--- src/rtl/fmwrt_ram.sv ---
// Generic single-write, single-read RAM with a registered read port.
// Depends on nothing.
`default_nettype none

module fmwrt_ram #(
  parameter int WIDTH = 8,
  parameter int DEPTH = 16,
  parameter int AW    = (DEPTH > 1) ? $clog2(DEPTH) : 1
) (
  input  wire logic             clk,
  input  wire logic             we,
  input  wire logic [AW-1:0]    waddr,
  input  wire logic [WIDTH-1:0] wdata,
  input  wire logic             re,
  input  wire logic [AW-1:0]    raddr,
  output      logic [WIDTH-1:0] rdata
);

  logic [WIDTH-1:0] mem [DEPTH];

  always_ff @(posedge clk) begin
    if (we) begin
      mem[waddr] <= wdata;
    end
    if (re) begin
      rdata <= mem[raddr];
    end
  end

endmodule

`default_nettype wire

--- config.mk ---
export PLATFORM = sky130hd
export DESIGN_NAME = fmwrt_ram
export DESIGN_NICKNAME = d
export VERILOG_FILES = /design/src/rtl/fmwrt_ram.sv
export SDC_FILE = /design/constraint.sdc
export NUM_CORES = 1
export LEC_CHECK = 0
export BUFFER_PORTS_ARGS = -buffer_cell sky130_fd_sc_hd__buf_2
export CORE_MARGIN = 5
export CORE_UTILIZATION = 50
export DETAILED_ROUTE_END_ITERATION = 6
export PLACE_DENSITY = 0.74
export SLEW_MARGIN = 30
export SYNTH_ARGS = -nofsm -noshare
export SYNTH_HDL_FRONTEND = slang
export SYNTH_SLANG_ARGS = --single-unit
--- constraint.sdc ---
create_clock -name clk -period 1.47 [get_ports clk]
set_input_delay 0.0735 -clock clk [delete_from_list [all_inputs] [get_ports clk]]
set_output_delay 0.0735 -clock clk [all_outputs]
set_load 0.01 [all_outputs]
# Word level (Yosys, flattened, before mapping)
# Memories as Yosys holds them, arrays and structs flattened. A register that Yosys moved wholly into a read port is not among the register bits.
# Cells that the tools add are included.
# W data, S select, Z words.
[classes]
muxes = 2
[ops]
columns = ["op", "count"]
rows = [
  ["$mux W1", 2],
]
[totals]
word_cells = 3
reg_bits = 0
output_inout_bits = 8
memories = 1
inputBits = 19
mem_bits_rw = 128
[memory_table]
columns = ["memory", "words", "width", "rd", "rd_ports_with_merged_regs", "write_ports", "line_no", "rtl"]
rows = [
  ["mem", 16, 8, 1, 1, 1, "19", "logic [WIDTH-1:0] mem [DEPTH];"],
]

# Logic depth before layout (Yosys ltp)
# Gate-level depths: netlist (run 1).
[logic_depth]
depth_word = 2
mapped_depth = 5
depth_no_buf = 3

# Worst setup path after synthesis (run 1)
# No wires, ideal clock.
[synth_timing]
path_type = "input to register"
start = "in waddr[2]"
end = "mem mem[0][0] (enable)"
n_path_buf = 0
arrival_ps = 1183
stages = 2
setup_slack_ps = -96
path_cell_list = "or3b_2 > nor3_1"
[synth_lines]
columns = ["item", "line_no", "rtl"]
rows = [
  ["from (decl)", "12", "input wire logic [AW-1:0] waddr,"],
  ["to (decl)", "19", ""],
]
# No word-level cell before the write port.

==> out/summary.txt, run 1 <==
Ys Warns: 0
Via count: 2504
Worst skew pair latency: 0.50 ns
Slew headroom: 0.735
Initial Utilization: 0.509
Fin cells: 445
CTS HTree Levels: 4
Worst-margin pin slew: 0.397 ns
First-pass GRT wire length: 15.4 mm
Drt first pass iters: 4
Filler Cell Count: 717
Min cycle time layout: 1.46 ns
Die X: 112 µm
Fin nets: 315
Post-synthesis sequential area ratio: 0.781
Worst setup skew after layout: 0.00840 ns
Routed wl met2: 5.17 mm
Place WS: -0.157 ns
Placed Cells: 404
Leak Pwr: 2.13 nW
Met3 Routed Length: 481 µm
Sequential Area: 4080 µm²
Top routing layer in use: met4
Pin count of the biggest net entering global routing: 23
Fin. max-slew vios: 0
Inserted Diodes: 0
CTS tree: done
Core area: 10300 µm²
FMAX: 687 MHz
DP HPWL: 6.12 mm
Number of global-route vias before repair: 2674
Violation count after the first detailed-route iteration: 193
Reg clk slew, reported paths: 0.06 ns
Vias per cell: 5.63
Outcome: finished, final reports clean
Syn Inst Count: 229
Worst Slack Setup Final: 0.0141 ns
M1 WL: 3.95 mm
Num CTS Buffers: 17
Final ANT Viol Nets: 0
Routability congestion estimate: 0.783
Fin. Hold Viols: 0
Syn_nets: 248
Worst vdd ir: 0.718 mV
Synthesized area: 5230 µm²
Full die area: 12600 µm²
RSZ-0062 raised after global routing: yes
Clock Path Buffers: 2
Area of the multi-input gates: 1060 µm²
Layout cell share with drive strength beyond 1: 0.337
Total grt overflow: 0
Avg Cell Area, Syn: 22.8 µm²
Root Buffer: clkbuf_8
CP Class: flip-flop to flip-flop
Residual DRC: 0
Worst Setup Start Kind: flip-flop
Req. time, crit path: 1.70 ns
Crit Path Max Fanout: 1
Total wire length: 9.73 mm
Critical Path AT: 1.69 ns
Fin crit share: 0.990
Gr usage total: 0.167
Post-CTS setup buffers: 0
Drt wl/cell: 21.9 µm
Initial antenna violation count: 0
IO Port Bufs: 26
Ports: 27
Setup violators final: 0
Setup TNS: 0 ns
P per Cell Area: 1370 nW/µm²
Die Y: 112 µm
Rows: 37
FF+latch count, synth: 136
Area growth, synth to finish: 20.4%
CP endpoint kind: flip-flop
Max Cap Viol: 0
Clk sinks: 136
Worst Hold Class: input port to flip-flop
Synth cell types: 18
final cells by class:
| class | count | share of cell area |
|---|---|---|
| flip-flops and latches | 136 | 0.649 |
| clock buffers | 17 | 0.0658 |
| clock inverters | 15 | 0.0203 |
| multi-input cells | 83 | 0.168 |
| well taps | 136 | 0.0270 |
| repair buffers | 58 | 0.0703 |
cells in the final DEF, fill, tap and decap left out, types with 4 or more instances in the layout:
| cell | count |
|---|---|
| buf_4 | 19 |
| a22oi_1 | 14 |
| buf_2 | 26 |
| dlygate4sd3_1 | 9 |
| mux4_2 | 22 |
| buf_12 | 4 |
| nand2_1 | 9 |
| clkbuf_16 | 16 |
| nor2_1 | 13 |
| mux4_1 | 10 |
| edfxtp_1 | 136 |
| clkinv_4 | 4 |
state kept, by name, indices dropped and copies added (netlist names):
name,cells
mem,128
rdata,8
critical path, stage by stage, from the launching register on:
cell and delay [ns]:
edfxtp_1 0.38, mux4_2 0.49, a22oi_1 0.18, nand2_1 0.13
timing repair:
action / 4_1_cts / 5_1_grt
pin swaps: 2 / 0
hold buffers: 9 / 0
endpoints found under the hold margin: 136 / 0
gates resized for setup: 5 / 1
setup endpoints to repair: 2 / 6
power by group:
group / switching (mW) / internal (mW) / total (mW)
Combinational: 0.238 / 0.204 / 0.442
Sequential: 0.0239 / 4.37 / 4.39
Clock: 1.53 / 2.24 / 3.76
Total: 1.79 / 6.81 / 8.60
routing by layer:
layer	GRT usage	vias up
met1	0.223	1304
li1	-	1113
met3	0.0420	11
met5	0	-
met4	0.0545	0
met2	0.271	76
stage by stage:
step | hold slack [ns] | area [µm²] | utilization | power, mW
CTS | 0.120 | 6300 | 0.613 | 8.66
floorplan | 0.172 | 5230 | - | 4.70
global route | 0.133 | 6300 | 0.613 | 8.91
finish | 0.136 | 6300 | 0.613 | 8.60
global placement | 0.450 | 5670 | 0.552 | 4.88
detailed placement | 0.459 | 5670 | 0.552 | 4.89
cell families after synthesis:
family          after synthesis  synth area share
simple gates                 35            0.0314
buf+inv                      10            0.0165
compound gates               16            0.0230
mux                          32             0.148
flops                       136             0.781
synthesized netlist by cell type:
library cell,count,area share
buf_4,1,0.0014
mux4_2,18,0.078
nor3_1,4,0.0038
and2_1,1,0.0012
nor2_1,13,0.0093
and2b_1,1,0.0014
a22oi_1,16,0.023
clkdlybuf4s25_2,3,0.0057
or3b_2,1,0.0017
edfxtp_1,136,0.78
nand2_1,9,0.0065
buf_2,3,0.0029
nand2b_1,2,0.0024
nand3b_1,2,0.0029
nor2b_1,1,0.0012
mux4_1,14,0.070
buf_6,3,0.0065
nand3_1,1,0.00096
worst paths after layout:
check                                           from                   to  slack (ns)  cells past startpoint
worst min-delay path                        waddr[0]  mem[0][6]$_DFFE_PP_        0.14                      3
worst max-delay path             mem[7][6]$_DFFE_PP_   rdata[6]$_DFFE_PP_        0.01                      3
worst max register to register   mem[7][6]$_DFFE_PP_   rdata[6]$_DFFE_PP_        0.01                      3
worst min register to register  mem[13][2]$_DFFE_PP_   rdata[2]$_DFFE_PP_        0.76                      3
No activity file was read; power rests on OpenSTA's default activity.
==> run 2, diff against run 1 <==
RECOVER_POWER = 100   (was default)
==> run 2 against run 1 <==
Against the previous run:
- fmax decreased by 0.47%
- critical endpoint unchanged
- die area unchanged
- power decreased by 0.29%
- cell area decreased by 1.5%
- count of clock-buffer cells in the layout unchanged
- worst setup slack got worse by 0.0069 ns
- largest power group unchanged
==> out/summary.txt, run 2 (synthesized netlist as in run 1, its figures left out) <==
P per Cell Area: 1380 nW/µm² (was 1370 nW/µm²)
Clock Path Buffers: 2 (unchanged)
Worst Setup Start Kind: flip-flop (unchanged)
Commonest cells after routing, fill and taps aside: edfxtp_1 (136), clkbuf_1 (37), mux4_2 (22) (was edfxtp_1 (136), buf_2 (26), mux4_2 (22))
Place WS: -0.157 ns (unchanged)
Core area: 10300 µm² (unchanged)
Drt wl/cell: 21.9 µm (about the same)
FMAX: 684 MHz (was 687 MHz)
Worst-margin pin slew: 0.684 ns (was 0.397 ns)
Initial antenna violation count: 0 (unchanged)
CTS tree: done (unchanged)
Slew headroom: 0.544 (was 0.735)
Die Y: 112 µm (unchanged)
Via count: 2502 (was 2504)
Gr usage total: 0.167 (unchanged)
Fin crit share: 0.995 (was 0.990)
Root Buffer: clkbuf_8 (unchanged)
CP Class: flip-flop to flip-flop (unchanged)
Pin count of the biggest net entering global routing: 23 (unchanged)
Largest regs: mem x128, rdata x8 (unchanged)
Min cycle time layout: 1.46 ns (about the same)
Drt first pass iters: 4 (unchanged)
Final ANT Viol Nets: 0 (unchanged)
Fin. Hold Viols: 0 (unchanged)
Outcome: finished, final reports clean (unchanged)
Fin cells: 445 (unchanged)
Worst slack on hold paths: 0.222 ns (was 0.136 ns)
Die X: 112 µm (unchanged)
Worst Hold Class: input port to flip-flop (unchanged)
CTS HTree Levels: 4 (unchanged)
Critical Path AT: 1.69 ns (about the same)
Full die area: 12600 µm² (unchanged)
Total power: 8.57 mW (was 8.60 mW)
Setup violators final: 0 (unchanged)
Num CTS Buffers: 17 (unchanged)
Rows: 37 (unchanged)
Ports: 27 (unchanged)
Most common cell after layout, fill and taps aside: edfxtp_1 (unchanged)
Worst vdd ir: 0.713 mV (was 0.718 mV)
Placed Cells: 404 (unchanged)
Vias per cell: 5.62 (was 5.63)
Total grt overflow: 0 (unchanged)
Clk sinks: 136 (unchanged)
Number of flip-flops in the largest register: 128 (unchanged)
Register name with the most flops: mem (unchanged)
Worst Slack Setup Final: 0.00715 ns (was 0.0141 ns)
RSZ-0062 raised after global routing: yes (unchanged)
Initial Utilization: 0.509 (unchanged)
Routability congestion estimate: 0.783 (unchanged)
Fin. max-slew vios: 0 (unchanged)
Crit Path Max Fanout: 1 (unchanged)
Layout cell share with drive strength beyond 1: 0.214 (was 0.337)
First-pass GRT wire length: 15.4 mm (unchanged)
Worst skew pair latency: 0.50 ns (about the same)
Area growth, synth to finish: 18.7% (was 20.4%)
Inserted Diodes: 0 (unchanged)
Post-CTS setup buffers: 0 (unchanged)
IO Port Bufs: 26 (unchanged)
Max Cap Viol: 0 (unchanged)
Leak Pwr: 2.00 nW (was 2.13 nW)
Number of global-route vias before repair: 2674 (unchanged)
CP endpoint kind: flip-flop (unchanged)
DP HPWL: 6.12 mm (unchanged)
Req. time, crit path: 1.70 ns (about the same)
Total wire length: 9.74 mm (was 9.73 mm)
Reg clk slew, reported paths: 0.06 ns (about the same)
Residual DRC: 0 (unchanged)
Fin nets: 315 (unchanged)
Violation count after the first detailed-route iteration: 185 (was 193)
Worst setup skew after layout: 0.00988 ns (was 0.00840 ns)
run 2: changes by cell type in the layout (fill, tap and decap cells not counted):
cell,previous run,this run
buf_2,26,5
buf_4,19,3
clkbuf_1,0,37
nor3_1,3,4
nor3_2,1,0
run 2: worst paths after layout:
check / start / to / slack, ns / cells past startpoint
worst max-delay path: mem[7][6]$_DFFE_PP_ / rdata[6]$_DFFE_PP_ / 0.007 / 3
worst min-delay path: raddr[2] / rdata[2]$_DFFE_PP_ / 0.22 / 5
worst max register to register: mem[7][6]$_DFFE_PP_ / rdata[6]$_DFFE_PP_ / 0.007 / 3
worst min register to register: mem[13][2]$_DFFE_PP_ / rdata[2]$_DFFE_PP_ / 0.76 / 3
run 2: report_power, final:
group	leakage [nW]	switching (mW)	internal (mW)	total [mW]
clock network	0.261	1.51	2.24	3.75
registers	1.24	0.0247	4.37	4.40
logic	0.507	0.238	0.187	0.425
run 2: final cells by class:
| cell class | instances | area [µm²] |
|---|---|---|
| clock buffers | 17 | 414 |
| well taps | 136 | 170 |
| repair buffers | 58 | 357 |
| multi-input cells | 83 | 1050 |
| clock inverters | 15 | 128 |
| flip-flops and latches | 136 | 4080 |
| fillers | 749 | 4070 |
run 2: what timing repair did:
item	CTS	global route
setup endpoints to repair	2	6
resized for setup	5	1
gates cloned	0	0
endpoints found under the hold margin	136	0
pin swaps	2	0
hold buffers	9	0
run 2: routing by layer:
metal	GRT usage	routed length [µm]	part of all wire
met1	0.223	3970	0.41
met2	0.271	5180	0.53
met3	0.0420	534	0.055
met4	0.0545	55	0.0056
met5	0	0	0
run 2: through the flow:
step	instance area [µm²]	setup TNS, ns	utilization
floorplan	5230	0	-
global placement	5670	-0.579	0.552
detailed placement	5670	-0.786	0.552
CTS	6300	-0.00202	0.613
global route	6200	-0.0983	0.604
finish	6200	0	0.604
run 2: critical path, cell delays in order (launching register included):
cell and delay, ns:
edfxtp_1 0.38, mux4_2 0.49, a22oi_1 0.19, nand2_1 0.13
==> run 3, diff against run 2 <==
CORE_UTILIZATION = 40   (was 50)
PLACE_DENSITY = default   (was 0.74)
PLACE_DENSITY_LB_ADDON = 0.05   (was default)
==> run 3 against run 2 <==
Against the previous run:
- hold slack got worse by 0.040 ns
- non-clock buffer count decreased by 9
- critical path depth unchanged
- flip-flop and latch count unchanged
- combinational power down 2%
- count of clock-buffer cells in the layout up 1
- critical path type unchanged
==> out/summary.txt, run 3 (synthesized netlist as in run 1, its figures left out) <==
Num CTS Buffers: 17 (unchanged)
Initial antenna violation count: 0 (unchanged)
Worst-margin pin slew: 0.974 ns (was 0.684 ns)
Worst skew pair latency: 0.41 ns (was 0.50 ns)
Max Cap Viol: 0 (unchanged)
Clk sinks: 136 (unchanged)
P per Cell Area: 1420 nW/µm² (was 1380 nW/µm²)
Ports: 27 (unchanged)
Core area: 12700 µm² (was 10300 µm²)
Fin crit share: 0.995 (about the same)
Layout Cell Area excl Fill: 6190 µm² (was 6200 µm²)
CP endpoint kind: flip-flop (unchanged)
Routability congestion estimate: 0.714 (was 0.783)
Total grt overflow: 0 (unchanged)
Clock Path Buffers: 2 (unchanged)
Fin cells: 472 (was 445)
Leak Pwr: 1.97 nW (was 2.00 nW)
Crit-path leading delay family: multiplexers (unchanged)
Number of global-route vias before repair: 2597 (was 2674)
Full die area: 15500 µm² (was 12600 µm²)
Filler Cell Count: 1104 (was 749)
Root Buffer: clkbuf_16 (was clkbuf_8)
Req. time, crit path: 1.62 ns (was 1.70 ns)
CP Class: flip-flop to flip-flop (unchanged)
Drt wl/cell: 22.9 µm (was 21.9 µm)
Fin nets: 306 (was 315)
First-pass GRT wire length: 16.7 mm (was 15.4 mm)
Min cycle time layout: 1.46 ns (about the same)
Worst vdd ir: 0.625 mV (was 0.713 mV)
Drt first pass iters: 4 (unchanged)
CP max stage delay: 0.51 ns (was 0.49 ns)
Commonest cells after routing, fill and taps aside: edfxtp_1 (136), clkbuf_1 (37), mux4_2 (21) (was edfxtp_1 (136), clkbuf_1 (37), mux4_2 (22))
Fin. Hold Viols: 0 (unchanged)
IO Port Bufs: 26 (unchanged)
Final ANT Viol Nets: 0 (unchanged)
Register name with the most flops: mem (unchanged)
Reg clk slew, reported paths: 0.06 ns (about the same)
Residual DRC: 0 (unchanged)
Total power: 8.80 mW (was 8.57 mW)
DP HPWL: 6.83 mm (was 6.12 mm)
Total wire length: 10.8 mm (was 9.74 mm)
Worst setup skew after layout: 0.00450 ns (was 0.00988 ns)
Rows: 41 (was 37)
Largest regs: mem x128, rdata x8 (unchanged)
CP Buf/Inv Count: 0 (unchanged)
Pin count of the biggest net entering global routing: 17 (was 23)
CTS tree: done (unchanged)
FMAX: 683 MHz (was 684 MHz)
Slew headroom: 0.349 (was 0.544)
Worst Hold Class: input port to flip-flop (unchanged)
Crit Path Max Fanout: 1 (unchanged)
Layout cell share with drive strength beyond 1: 0.230 (was 0.214)
Fin. max-slew vios: 0 (unchanged)
Most common cell after layout, fill and taps aside: edfxtp_1 (unchanged)
Outcome: finished, final reports clean (unchanged)
Setup violators final: 0 (unchanged)
Die Y: 124 µm (was 112 µm)
Inserted Diodes: 0 (unchanged)
Slowest cell on crit path: mux4_2 (unchanged)
Initial Utilization: 0.411 (was 0.509)
Worst Setup Start Kind: flip-flop (unchanged)
Gr usage total: 0.151 (was 0.167)
RSZ-0062 raised after global routing: yes (unchanged)
Die X: 124 µm (was 112 µm)
Core Util, Final: 0.486 (was 0.604)
Via count: 2426 (was 2502)
Setup TNS: 0 ns (unchanged)
DP Area: 5700 µm² (was 5670 µm²)
CTS HTree Levels: 4 (unchanged)
Vias per cell: 5.14 (was 5.62)
Critical Path AT: 1.62 ns (was 1.69 ns)
Area growth, synth to finish: 18.4% (was 18.7%)
Crit path cell chain: mux4_2 > a22oi_2 > nand2_1 (was mux4_2 > a22oi_1 > nand2_1)
Placed Cells: 440 (was 404)
Violation count after the first detailed-route iteration: 181 (was 185)
Number of flip-flops in the largest register: 128 (unchanged)
## run 3: cell types whose count changed in the layout (fill, tap and decap cells not counted), sizes merged
cell | previous run | this run
clkinvlp | 2 | 5
clkinv | 9 | 7
buf | 12 | 13
bufinv | 1 | 2
dlygate4sd3 | 9 | 0
inv | 3 | 0
## run 3: metrics by stage
stage / setup slack (ns) / hold slack [ns]
5_1_grt: -0.0560 / 0.190
3_3_place_gp: -0.253 / 0.469
3_5_place_dp: -0.238 / 0.470
6_report: 0.00678 / 0.182
4_1_cts: 0.000876 / 0.0362
2_1_floorplan: 0.114 / 0.172
## run 3: worst paths after layout
path                        start                 end  slack [ns]  cells after the start
max           mem[3][1]$_DFFE_PP_  rdata[1]$_DFFE_PP_       0.007                      3
min                            re  rdata[0]$_DFFE_PP_        0.18                      1
min reg2reg  mem[14][0]$_DFFE_PP_  rdata[0]$_DFFE_PP_        0.75                      3
max reg2reg   mem[3][1]$_DFFE_PP_  rdata[1]$_DFFE_PP_       0.007                      3
## run 3: worst register-to-register path: stages, from the launching register on
cell and delay (ns):
edfxtp_1 0.37, mux4_2 0.51, a22oi_2 0.22, nand2_1 0.10
## run 3: area by class of cell
type                       instances  area [µm²]  area share
clock buffer                      18         429      0.0693
clock inverter                    14         134      0.0216
multi-input combinational         83        1070       0.173
sequential                       136        4080       0.660
tap                              172         215      0.0348
timing repair buffer              49         255      0.0412
## run 3: what timing repair did
item | CTS | global route
buffers inserted | 0 | 0
hold buffers | 0 | 0
pin swaps | 2 | 1
endpoints found under the setup margin | 6 | 6
gates resized for setup | 7 | 1
## run 3: where the power goes
group / switching [mW] / total [mW] / internal [mW]
Sequential: 0.0239 / 4.40 / 4.37
Combinational: 0.248 / 0.418 / 0.170
Clock: 1.52 / 3.98 / 2.47
Total: 1.79 / 8.80 / 7.01
## run 3: layer usage
| metal | wire length, µm | GRT usage | vias to the layer above | part of all wire |
|---|---|---|---|---|
| met5 | 0 | 0 | - | 0 |
| met1 | 5010 | 0.205 | 1266 | 0.46 |
| met4 | 146 | 0.0619 | 0 | 0.014 |
| met2 | 5180 | 0.226 | 55 | 0.48 |
| li1 | - | - | 1094 | - |
| met3 | 447 | 0.0455 | 11 | 0.041 |
