[src/rtl/fmwrt_pkg.sv]
// Package for the first-match wildcard route table.
// Holds operation and decision codes, rule kinds, the stored rule layout and
// the sequencer state type. Depends on nothing.
`default_nettype none

package fmwrt_pkg;

  localparam int RULE_CAPACITY_DEF = 256;

  typedef enum logic [1:0] {
    FUNC_CLEAR   = 2'd0,
    FUNC_APPEND  = 2'd1,
    FUNC_RESOLVE = 2'd2,
    FUNC_NONE    = 2'd3
  } func_t;

  typedef enum logic [1:0] {
    DEC_DIRECT = 2'd0,
    DEC_VIA    = 2'd1,
    DEC_HOLD   = 2'd2
  } decision_t;

  localparam logic [2:0] KIND_DIRECT  = 3'd0;
  localparam logic [2:0] KIND_VIAHOST = 3'd1;
  localparam logic [2:0] KIND_VIAHUB  = 3'd2;
  localparam logic [2:0] KIND_VIA     = 3'd3;
  localparam logic [2:0] KIND_HOLD    = 3'd4;
  localparam logic [2:0] KIND_ABSHOLD = 3'd5;
  localparam logic [2:0] KIND_NOPOLL  = 3'd6;
  localparam logic [2:0] KIND_SKIP    = 3'd7;

  typedef struct packed {
    logic [15:0] zone;
    logic [15:0] net;
    logic [15:0] node;
  } addr_t;

  // One stored rule: pattern with care bits, then the action.
  typedef struct packed {
    addr_t      pat;
    logic [2:0] care;   // [2] zone, [1] net, [0] node
    logic [2:0] kind;
    addr_t      relay;
  } rule_t;

  localparam int RULE_W = $bits(rule_t);

  // Outcome of checking one rule against a destination.
  typedef struct packed {
    logic      decides;
    decision_t decision;
    addr_t     relay;
  } eval_t;

  typedef enum logic {
    ST_IDLE = 1'b0,
    ST_SCAN = 1'b1
  } state_t;

endpackage

`default_nettype wire

[src/rtl/fmwrt_rule_eval.sv]
// Shared compare unit: checks one stored rule against the destination and
// forms the routing outcome that rule would give. Depends on fmwrt_pkg.
`default_nettype none

module fmwrt_rule_eval (
  input  wire fmwrt_pkg::rule_t rule,
  input  wire fmwrt_pkg::addr_t dest,
  output      fmwrt_pkg::eval_t res
);
  import fmwrt_pkg::*;

  logic hit;

  assign hit = (!rule.care[2] || (rule.pat.zone == dest.zone)) &&
               (!rule.care[1] || (rule.pat.net  == dest.net))  &&
               (!rule.care[0] || (rule.pat.node == dest.node));

  always_comb begin
    res          = '0;
    res.decides  = hit;
    res.decision = DEC_DIRECT;
    case (rule.kind)
      KIND_DIRECT: begin
        res.decision = DEC_DIRECT;
      end
      KIND_VIAHOST: begin
        // The net host is the destination with node zero.
        res.decision   = DEC_VIA;
        res.relay.zone = dest.zone;
        res.relay.net  = dest.net;
      end
      KIND_VIAHUB, KIND_VIA: begin
        res.decision = DEC_VIA;
        res.relay    = rule.relay;
      end
      KIND_HOLD, KIND_ABSHOLD, KIND_NOPOLL: begin
        res.decision = DEC_HOLD;
      end
      default: begin
        // Undefined kind never decides; the scan moves on.
        res.decides = 1'b0;
      end
    endcase
  end

endmodule

`default_nettype wire

[config.mk]
export PLATFORM = sky130hd
export DESIGN_NAME = fmwrt_rule_eval
export DESIGN_NICKNAME = d
export VERILOG_FILES = /design/src/rtl/fmwrt_pkg.sv /design/src/rtl/fmwrt_rule_eval.sv
export SDC_FILE = /design/constraint.sdc
export NUM_CORES = 1
export LEC_CHECK = 0
export ABC_CLOCK_PERIOD_IN_PS = 1450
export BUFFER_PORTS_ARGS = -buffer_cell sky130_fd_sc_hd__buf_2
export CORE_AREA = 2 2 78 80
export DETAILED_ROUTE_END_ITERATION = 16
export DIE_AREA = 0 0 80 82
export PLACE_DENSITY = 0.66
export SLEW_MARGIN = 0
export SYNTH_ARGS = -nofsm -noshare
export SYNTH_HDL_FRONTEND = slang
export SYNTH_SLANG_ARGS = --single-unit
[constraint.sdc]
create_clock -name vclk -period 1.45
set_input_delay 0.2175 -clock vclk [all_inputs]
set_output_delay 0.2175 -clock vclk [all_outputs]
set_load 0.02 [all_outputs]
# Word-level counts from Yosys, hierarchy flattened

Cells that the tools add are included.

Register bits after elaboration: 0
Bits of input ports: 150
Output and inout bits: 51
Word-level logic and storage cells: 26

Equal/unequal tests: 9
Mux-type cells: 4
Reduce and logical (&&, ||, !) cells: 13

Operator list:

| kind                 | number |
|---|---|
| $pmux W32 S2         | 1 |
| $eq A16 B16 Y1       | 3 |
| $mux W16             | 1 |
| $eq A3 B3 Y1 const B | 3 |
| $reduce_or A7 Y1     | 1 |
| $eq A3 B2 Y1 const B | 2 |
| $reduce_or A3 Y1     | 2 |
| $pmux W2 S2          | 1 |
| $eq A3 B1 Y1 const B | 1 |
| $logic_not A1 Y1     | 3 |
| $logic_not A3 Y1     | 1 |
| $logic_or A1 B1 Y1   | 3 |
| $logic_and A1 B1 Y1  | 2 |
| $reduce_or A2 Y1     | 1 |
| $mux W1              | 1 |

# Depth between registers and ports, before layout

Gate-level depths: netlist of the first run.

Word-level depth: 5
Mapped depth: 4
Depth with buffers taken out: 4

# Worst setup path after synthesis of the first run

No wires, ideal clock.

Path type: in2out
Start: input port dest[41] (netlist bit)
End: output port res[50] (netlist bit)
Data arrival time: 1.111 ns
Data required time: 1.233 ns
Slack: 0.121 ns
Stages on the path: 4
Buffers on the path: 0
Path through: xnor2_1 -> nand4_1 -> o41ai_2 -> o2111a_1

RTL lines:

| what        | line                 | text |
|---|---|---|
| from (decl) | fmwrt_rule_eval.sv:7 | `input wire fmwrt_pkg::addr_t dest,` |
| to (decl)   | fmwrt_rule_eval.sv:8 | `output fmwrt_pkg::eval_t res` |

==> out/qor.yml, run 1 <==
placement:
  portBuffers: 201
  dpl-instance-area_mm2: 0.00217
  hpwl_um: 4510
  dp.cells: 403
  place.gp.congestion: 0.817
worst_setup_path:
  crit_arrival_ns: 1.39
  path_class: "in2out"
  critPathMaxFanout: 2
  crit_chain: "buf_2, xnor2_2, nand4_1, o41ai_2, o2111a_1, buf_6"
  end_kind: "output port"
  crit_required_ns: 1.23
  critPathMaxStageDelay_ns: 0.39
  start_kind: "input port"
  crit_slowest_cell: "o41ai_2"
yosys:
  netlist_area_mm2: 0.00100
  yosys_warnings: 0
  syn_inst: 126
  ys_seq_area_share_pct: 0
  avgSynthCellArea_um2: 7.95
  synth_cell_type_count: 19
  syn_nets: 276
grt:
  grtUsageTotal_pct: 13.4
  overflow: 0
  grt_pass1_vias: 1697
  grt_max_degree: 32
  grt_pass1_wl_um: 7110
  antenna_found_initial: 0
floorplanning:
  die_h_um: 82
  dieWidth_um: 80
  die_area_mm2: 0.00656
  initial_utilization_pct: 17.4
  core_mm2: 0.00575
  ioPinCount: 201
  rows: 28
route:
  routedWlPerCell_um: 13.0
  vias: 1787
  vias_per_cell: 4.43
  first_iter_violations: 33
  drc_errors: 0
  antenna_left: 0
  drtPass1Iterations: 4
  drt_wl_total_um: 5250
timing:
  finalSetupViolations: 1
  tightest_slew_ns: 0.280
  timing.final.crit_share_pct: 111
  finalCriticalPeriod_ns: 1.61
  finalHoldViolations: 0
  setup_slack_ns: -0.157
  maxSlewViolCount: 0
  slew_headroom_pct: 81.1
  rsz0062_at_grt: "true"
  max_freq_mhz: 622
final_layout:
  final_nets: 480
  fin_cells: 403
  clock_buffers: 0
  layout-area-overhead-vs-synth_pct: 138
  layout-drive-gt1-share_pct: 69.2
  register_area_um2: 0
  n_antenna_cell: 0
  seq_cells: 0
  fin_area_mm2: 0.00239
power_and_ir_drop:
  seqPwrFrac_pct: 0
  p_leak_nw: 1.31
  combinationalPowerShare_pct: 100.0
  swShare_pct: 45.3
  p_switching_uw: 343
  irDropWorstVdd_v: 0.000144
  pwr-share-clk_pct: 0
  power.density_mw_per_mm2: 317
  p_int_uw: 415
run_status:
  status: "complete, but fails checks"
  failed_checks: "setup timing"
cts:
  post_cts_buffers: 0
  cts.hold.buffers_added: 0
flow_run:
  drv_cap: 0
hold_path:
  hold_path.class: "in2out"
[worst paths after layout]
kind / from / end / slack, ns / cells past startpoint
worst max-delay path: dest[44] / res[50] / -0.16 / 6
worst min-delay path: rule[6] / res[6] / 0.75 / 3
[what timing repair did]
item	4_1_cts	5_1_grt
cloned	0	0
endpoints found under the setup margin	1	8
pin swaps	12	8
gates resized for setup	23	16
[layer usage]
layer | wire [µm] | part of all wire [%] | track usage (%) | vias up
met4 | 0 | 0 | 0.339 | 0
met1 | 1800 | 34 | 13.7 | 789
met5 | 0 | 0 | 0 | -
li1 | - | - | - | 877
met2 | 2910 | 55 | 29.7 | 121
met3 | 535 | 10 | 1.54 | 0
[cell usage in the layout, fill, tap and decap left out]
master	Yosys	final
nand3_1	1	1
a21boi_0	1	1
xnor2_4	0	2
xnor2_2	0	8
a22o_2	1	1
a22o_1	31	31
xnor2_1	48	38
buf_2	4	184
o2111a_1	1	1
buf_12	0	2
nor3b_4	0	1
nand4_1	12	12
inv_1	1	1
nor2b_4	0	1
or2_2	1	1
and2_1	16	16
buf_6	0	18
nor4_2	0	1
o41ai_2	1	2
buf_4	1	6
[worst max-delay path, delay by kind of cell]
| kind | cells | cell delay [ns] |
|---|---|---|
| simple gates | 1 | 0.14 |
| compound gates | 2 | 0.65 |
| xor+xnor | 1 | 0.13 |
| buf+inv | 2 | 0.25 |
[cell type report]
| type | instances | area (µm²) |
|---|---|---|
| inverters | 1 | 3.75 |
| well taps | 75 | 93.8 |
| repair buffers | 210 | 1210 |
| multi-input cells | 117 | 1080 |
| fillers | 598 | 3360 |
[power by group through the flow]
stage               clock network (mW)  registers, mW  logic [mW]
floorplan                            0              0       0.329
global placement                     0              0       0.679
detailed placement                   0              0       0.690
CTS                                  0              0       0.738
global route                         0              0       0.814
finish                               0              0       0.758
[logic make-up after synthesis]
group	share of synthesized area, %
AO/OA/AOI/OAI	32.5
XOR/XNOR	41.9
buffers and inverters	4.24
AND/OR/NAND/NOR	21.3
[stage by stage]
stage | utilization (%) | setup WS (ns) | total power, mW | setup TNS [ns] | hold slack [ns]
5_1_grt | 41.6 | -0.281 | 0.814 | -0.281 | 0.773
2_1_floorplan | - | 0.121 | 0.329 | 0 | 0.607
4_1_cts | 40.2 | -0.191 | 0.738 | -0.191 | 0.757
3_3_place_gp | 37.7 | -0.341 | 0.679 | -0.341 | 0.755
6_report | 41.6 | -0.157 | 0.758 | -0.157 | 0.754
3_5_place_dp | 37.7 | -0.348 | 0.690 | -0.348 | 0.757
[Yosys cell counts]
| cell | count | area [µm²] |
|---|---|---|
| a21boi_0 | 1 | 7.51 |
| a22o_1 | 31 | 272 |
| a22o_2 | 1 | 10.0 |
| and2_1 | 16 | 100 |
| buf_1 | 1 | 3.75 |
| buf_2 | 4 | 20.0 |
| buf_4 | 1 | 7.51 |
| clkbuf_1 | 2 | 7.51 |
| inv_1 | 1 | 3.75 |
| nand3_1 | 1 | 5.00 |
| nand4_1 | 12 | 75.1 |
| nor2b_2 | 1 | 8.76 |
| nor3b_2 | 1 | 12.5 |
| nor4_1 | 1 | 6.26 |
| o2111a_1 | 1 | 11.3 |
| o41ai_1 | 1 | 8.76 |
| o41ai_2 | 1 | 16.3 |
| or2_2 | 1 | 6.26 |
| xnor2_1 | 48 | 420 |
Power figures use the tool's default switching activity.
==> run 2: changes to the inputs <==
- ABC_AREA: unset -> 1
- CORE_AREA: 2 2 78 80 -> 4 4 76 78
- MAX_ROUTING_LAYER: unset -> met4
- PLACE_DENSITY: 0.66 -> 0.84
==> out/qor.yml, run 2 <==
run_status:
  status: "completed"  # was complete, but fails checks
floorplanning:
  die_area_mm2: 0.00656  # unchanged
  rows: 26  # was 28
  core_mm2: 0.00507  # was 0.00575 mm²
  die_h_um: 82  # unchanged
  dieWidth_um: 80  # unchanged
  ioPinCount: 201  # unchanged
  initial_utilization_pct: 31.0  # was 17.4%
final_layout:
  layout_commonest_cell: "buf_2"  # unchanged
  final_cell_mix: "buf_2 (200), nand2_1 (141), inv_1 (89)"  # was buf_2 (184), xnor2_1 (38), a22o_1 (31)
  layout-drive-gt1-share_pct: 38.6  # was 69.2%
  clock_buffers: 0  # unchanged
  final_nets: 732  # was 480
  fin_cells: 650  # was 403
  register_area_um2: 0  # unchanged
  layout-area-overhead-vs-synth_pct: 71.4  # was 138%
  n_antenna_cell: 0  # unchanged
  seq_cells: 0  # unchanged
grt:
  grtUsageTotal_pct: 18.8  # was 13.4%
  grt_max_degree: 33  # was 32
  grt_pass1_vias: 2468  # was 1,697
  antenna_found_initial: 0  # unchanged
  grt_pass1_wl_um: 10000  # was 7110 µm
  overflow: 0  # unchanged
power_and_ir_drop:
  p_leak_nw: 2.03  # was 1.31 nW
  seqPwrFrac_pct: 0  # about the same
  power.density_mw_per_mm2: 278  # was 317 mW/mm²
  pwr-share-clk_pct: 0  # about the same
  p_int_uw: 327  # was 415 µW
  irDropWorstVdd_v: 0.000140  # was 0.000144 V
  swShare_pct: 56.3  # was 45.3%
  p_switching_uw: 422  # was 343 µW
  combinationalPowerShare_pct: 100.0  # about the same
yosys:
  synthMostInstantiatedCell: "nand2_1"  # was xnor2_1
  avgSynthCellArea_um2: 4.10  # was 7.95 µm²
  ys_seq_area_share_pct: 0  # unchanged
  synth_cell_type_count: 13  # was 19
  synth_area_leader_cell: "nand2_1"  # was xnor2_1
  syn_nets: 534  # was 276
  ys_top_cells_by_area: "nand2_1 (34%), inv_1 (21%), nor2_1 (14%)"  # was xnor2_1 (42%), a22o_1 (27%), and2_1 (10%)
  ys_top_cells_by_count: "nand2_1 (142), inv_1 (90), nor2_1 (59), nand3_1 (34), o21ai_0 (22)"  # was xnor2_1 (48), a22o_1 (31), and2_1 (16), nand4_1 (12), buf_2 (4)
  syn_inst: 384  # was 126
  yosys_warnings: 0  # unchanged
  netlist_area_mm2: 0.00157  # was 0.00100 mm²
  synth_top_area_share_pct: 33.9  # was 41.9%
worst_setup_path:
  start_kind: "input port"  # unchanged
  critPathMaxFanout: 2  # unchanged
  crit_required_ns: 1.23  # about the same
  crit_arrival_ns: 1.14  # was 1.39 ns
  path_class: "in2out"  # unchanged
  end_kind: "output port"  # unchanged
route:
  first_iter_violations: 56  # was 33
  drtPass1Iterations: 4  # unchanged
  routedWlPerCell_um: 10.5  # was 13.0 µm
  antenna_left: 0  # unchanged
  drc_errors: 0  # unchanged
  vias: 2797  # was 1,787
  drt_wl_total_um: 6850  # was 5250 µm
  vias_per_cell: 4.30  # was 4.43
hold_path:
  hold_path.class: "in2out"  # unchanged
  min-delay-start: "rule[4]"  # was rule[6]
  whs_endpoint: "res[4]"  # was res[6]
  hold_depth: 4  # was 3
timing:
  finalCriticalPeriod_ns: 1.35  # was 1.61 ns
  tightest_slew_ns: 0.245  # was 0.280 ns
  maxSlewViolCount: 0  # unchanged
  finalHoldViolations: 0  # unchanged
  max_freq_mhz: 739  # was 622 MHz
  holdWs_ns: 0.748  # was 0.754 ns
  setup_slack_ns: 0.0973  # was -0.157 ns
  rsz0062_at_grt: "true"  # unchanged
  timing.final.crit_share_pct: 93.3  # was 111%
  finalSetupViolations: 0  # was 1
  slew_headroom_pct: 83.7  # was 81.1%
placement:
  post-place-ws_ns: 0.00574  # was -0.348 ns
  portBuffers: 201  # unchanged
  place.gp.congestion: 0.852  # was 0.817
  dp.cells: 650  # was 403
  hpwl_um: 6070  # was 4510 µm
cts:
  post_cts_buffers: 0  # unchanged
  cts.hold.buffers_added: 0  # unchanged
flow_run:
  drv_cap: 0  # unchanged
-- run 2: kinds of logic after synthesis --
| family | Yosys count | synth area share (%) |
|---|---|---|
| AOI/OAI and AO/OA | 32 | 10.2 |
| xor gates and xnor gates | 4 | 2.23 |
| buffers and inverters | 110 | 27.3 |
| and+or+nand+nor | 238 | 60.3 |
-- run 2: layer usage --
| metal | vias up | track usage, % | routed length (µm) |
|---|---|---|---|
| met5 | - | - | 0 |
| met4 | 0 | 1.18 | 19 |
| met3 | 2 | 2.41 | 600 |
| met2 | 117 | 38.8 | 3610 |
| met1 | 1169 | 19.7 | 2620 |
| li1 | 1509 | - | - |
-- run 2: power groups by stage --
stage / clock network, mW / logic [mW] / registers (mW)
after floorplan: 0 / 0.381 / 0
after detailed placement: 0 / 0.746 / 0
after global routing: 0 / 0.845 / 0
final: 0 / 0.749 / 0
after CTS: 0 / 0.750 / 0
after global placement: 0 / 0.728 / 0
-- run 2: worst max path at each step --
stage / cells past startpoint / startpoint / end / slack, ns
2_1_floorplan: 5 / rule[49] / res[22] / 0.07
3_3_place_gp: 12 / dest[44] / res[50] / -0.02
3_5_place_dp: 12 / dest[44] / res[50] / 0.006
4_1_cts: 12 / dest[16] / res[50] / 0.01
5_1_grt: 12 / rule[99] / res[50] / -0.06
6_report: 12 / rule[99] / res[50] / 0.1
-- run 2: final cells by class --
| type | count | area [µm²] |
|---|---|---|
| timing repair buffer | 207 | 1080 |
| multi-input combinational | 274 | 1160 |
| fill | 554 | 2380 |
| inverter | 99 | 372 |
| tap | 70 | 87.6 |
-- run 2: timing repair --
item                       4_1_cts  5_1_grt
pin swaps                        0        3
setup endpoints to repair        1        2
resized for setup                1        6
-- run 2: per-stage QoR --
step                      TNS (ns)  instance area, µm²  total power [mW]  utilization, %
after floorplan                  0                1570             0.381               -
after global placement     -0.0210                2680             0.728            52.8
after detailed placement         0                2680             0.746            52.8
after CTS                        0                2680             0.750            52.8
after global routing       -0.0572                2700             0.845            53.1
final                            0                2700             0.749            53.1
-- run 2: critical path, cell delays in order --
cell     delay [ns]
buf_2          0.09
inv_1          0.04
nand2_1        0.06
nand2_1        0.06
nor2_2         0.12
nand2_1        0.06
nor2_1         0.10
nand2_1        0.06
nand2_1        0.05
nand2_1        0.04
nor2_1         0.08
buf_4          0.15
==> run 3: changes to the inputs <==
- CELL_PAD_IN_SITES_DETAIL_PLACEMENT: unset -> 0
- CELL_PAD_IN_SITES_GLOBAL_PLACEMENT: unset -> 1
- CORE_AREA: 4 4 76 78 -> unset
- CORE_MARGIN: unset -> 4
- CORE_UTILIZATION: unset -> 17
- DIE_AREA: 0 0 80 82 -> unset
- MAX_ROUTING_LAYER: met4 -> unset
- PLACE_DENSITY: 0.84 -> 0.88
- RECOVER_POWER: unset -> 50
==> out/qor.yml, run 3 (synthesis gave the netlist of run 2 again) <==
grt:
  grtUsageTotal_pct: 12.5  # was 18.8%
  grt_pass1_wl_um: 11700  # was 10,000 µm
  antenna_found_initial: 1  # was 0
  overflow: 0  # unchanged
  grt_max_degree: 24  # was 33
  grt_pass1_vias: 2601  # was 2,468
route:
  routedWlPerCell_um: 10.8  # was 10.5 µm
  first_iter_violations: 101  # was 56
  vias: 2820  # was 2,797
  drtPass1Iterations: 4  # unchanged
  vias_per_cell: 4.08  # was 4.30
  drt_wl_total_um: 7500  # was 6850 µm
  drc_errors: 0  # unchanged
  antenna_left: 0  # unchanged
worst_setup_path:
  endpoint: "res[50]"  # unchanged
  crit_required_ns: 1.23  # about the same
  end_kind: "output port"  # unchanged
  crit_start: "rule[70]"  # was rule[99]
  crit_arrival_ns: 1.18  # was 1.14 ns
  path_class: "in2out"  # unchanged
  start_kind: "input port"  # unchanged
  critPathMaxFanout: 2  # unchanged
timing:
  max_freq_mhz: 714  # was 739 MHz
  tightest_slew_ns: 0.309  # was 0.245 ns
  timing.final.crit_share_pct: 96.6  # was 93.3%
  setup_tns_ns: 0  # unchanged
  holdWs_ns: 0.747  # was 0.748 ns
  slew_headroom_pct: 79.3  # was 83.7%
  finalHoldViolations: 0  # unchanged
  rsz0062_at_grt: "true"  # unchanged
  finalCriticalPeriod_ns: 1.40  # was 1.35 ns
  maxSlewViolCount: 0  # unchanged
  finalSetupViolations: 0  # unchanged
placement:
  portBuffers: 201  # unchanged
  place.gp.congestion: 0.808  # was 0.852
  dp.cells: 692  # was 650
  hpwl_um: 6710  # was 6070 µm
  dpl-instance-area_mm2: 0.00276  # was 0.00268 mm²
final_layout:
  register_area_um2: 0  # unchanged
  n_antenna_cell: 0  # unchanged
  fin_cells: 692  # was 650
  clock_buffers: 0  # unchanged
  seq_cells: 0  # unchanged
  fin_area_mm2: 0.00292  # was 0.00270 mm²
  layout-area-overhead-vs-synth_pct: 85.8  # was 71.4%
  layout-drive-gt1-share_pct: 41.6  # was 38.6%
  layout_commonest_cell: "buf_2"  # unchanged
  final_nets: 736  # was 732
  final_cell_mix: "buf_2 (160), nand2_1 (131), inv_1 (76)"  # was buf_2 (200), nand2_1 (141), inv_1 (89)
flow_run:
  drv_cap: 0  # unchanged
floorplanning:
  dieWidth_um: 104  # was 80 µm
  ioPinCount: 201  # unchanged
  rows: 34  # was 26
  die_area_mm2: 0.0109  # was 0.00656 mm²
  core_mm2: 0.00885  # was 0.00507 mm²
  die_h_um: 104  # was 82 µm
  initial_utilization_pct: 17.8  # was 31.0%
power_and_ir_drop:
  p_leak_nw: 2.03  # about the same
  power.density_mw_per_mm2: 278  # about the same
  total_power_uw: 813  # was 749 µW
  irDropWorstVdd_v: 0.0000834  # was 0.000140 V
run_status:
  status: "completed"  # unchanged
hold_path:
  hold_path.class: "in2out"  # unchanged
## run 3: changes by cell type in the layout (fill, tap and decap cells not counted), sizes merged
cell / change
clkbuf: +23
buf: -19
## run 3: critical path, cell delays in order
cell and delay (ns):
buf_6 0.08, inv_2 0.02, nand2_1 0.06, nand2_2 0.07
nor2_4 0.12, nand2_1 0.06, nor2_1 0.10, nand2_1 0.08
nand2_1 0.09, nand2_2 0.07, nor2_4 0.11, buf_6 0.12
## run 3: how the worst min path moves through the flow
| stage | cells after the start | start | endpoint |
|---|---|---|---|
| after floorplan | 2 | rule[0] | res[0] |
| after detailed placement | 4 | rule[14] | res[14] |
| final | 4 | rule[2] | res[2] |
| after global routing | 4 | rule[14] | res[14] |
| after CTS | 4 | rule[14] | res[14] |
| after global placement | 4 | rule[9] | res[9] |
## run 3: routing by layer
| layer | share of wire (%) | wire length (µm) | vias to the layer above | global-route usage, % |
|---|---|---|---|---|
| met5 | 0.093 | 7 | - | 0 |
| met4 | 1.4 | 104 | 2 | 1.80 |
| met3 | 8.9 | 670 | 12 | 3.10 |
| met2 | 49 | 3670 | 123 | 23.1 |
| met1 | 41 | 3040 | 1168 | 14.8 |
| li1 | - | - | 1515 | - |
## run 3: cell type report
| cell class | instances | area, µm² |
|---|---|---|
| Fill cell | 1035 | 5930 |
| Timing Repair Buffer | 211 | 1210 |
| Multi-Input combinational cell | 274 | 1200 |
| Inverter | 99 | 374 |
| Tap cell | 108 | 135 |
## run 3: repair_timing
item                                    CTS  global route
pin swaps                                 2            32
gates resized for setup                   7            49
setup buffers                             0             0
endpoints found under the setup margin    1             1
hold buffers                              0             0
## run 3: per-stage QoR
| step | util, % | setup slack (ns) |
|---|---|---|
| 4_1_cts | 31.4 | 0.00321 |
| 5_1_grt | 33.0 | -0.0609 |
| 3_3_place_gp | 31.2 | -0.105 |
| 6_report | 33.0 | 0.0495 |
| 3_5_place_dp | 31.2 | -0.103 |
| 2_1_floorplan | - | 0.0744 |
## run 3: where the power goes
group          switching, mW  internal, mW
Clock                      0             0
Combinational          0.447         0.366
Sequential                 0             0
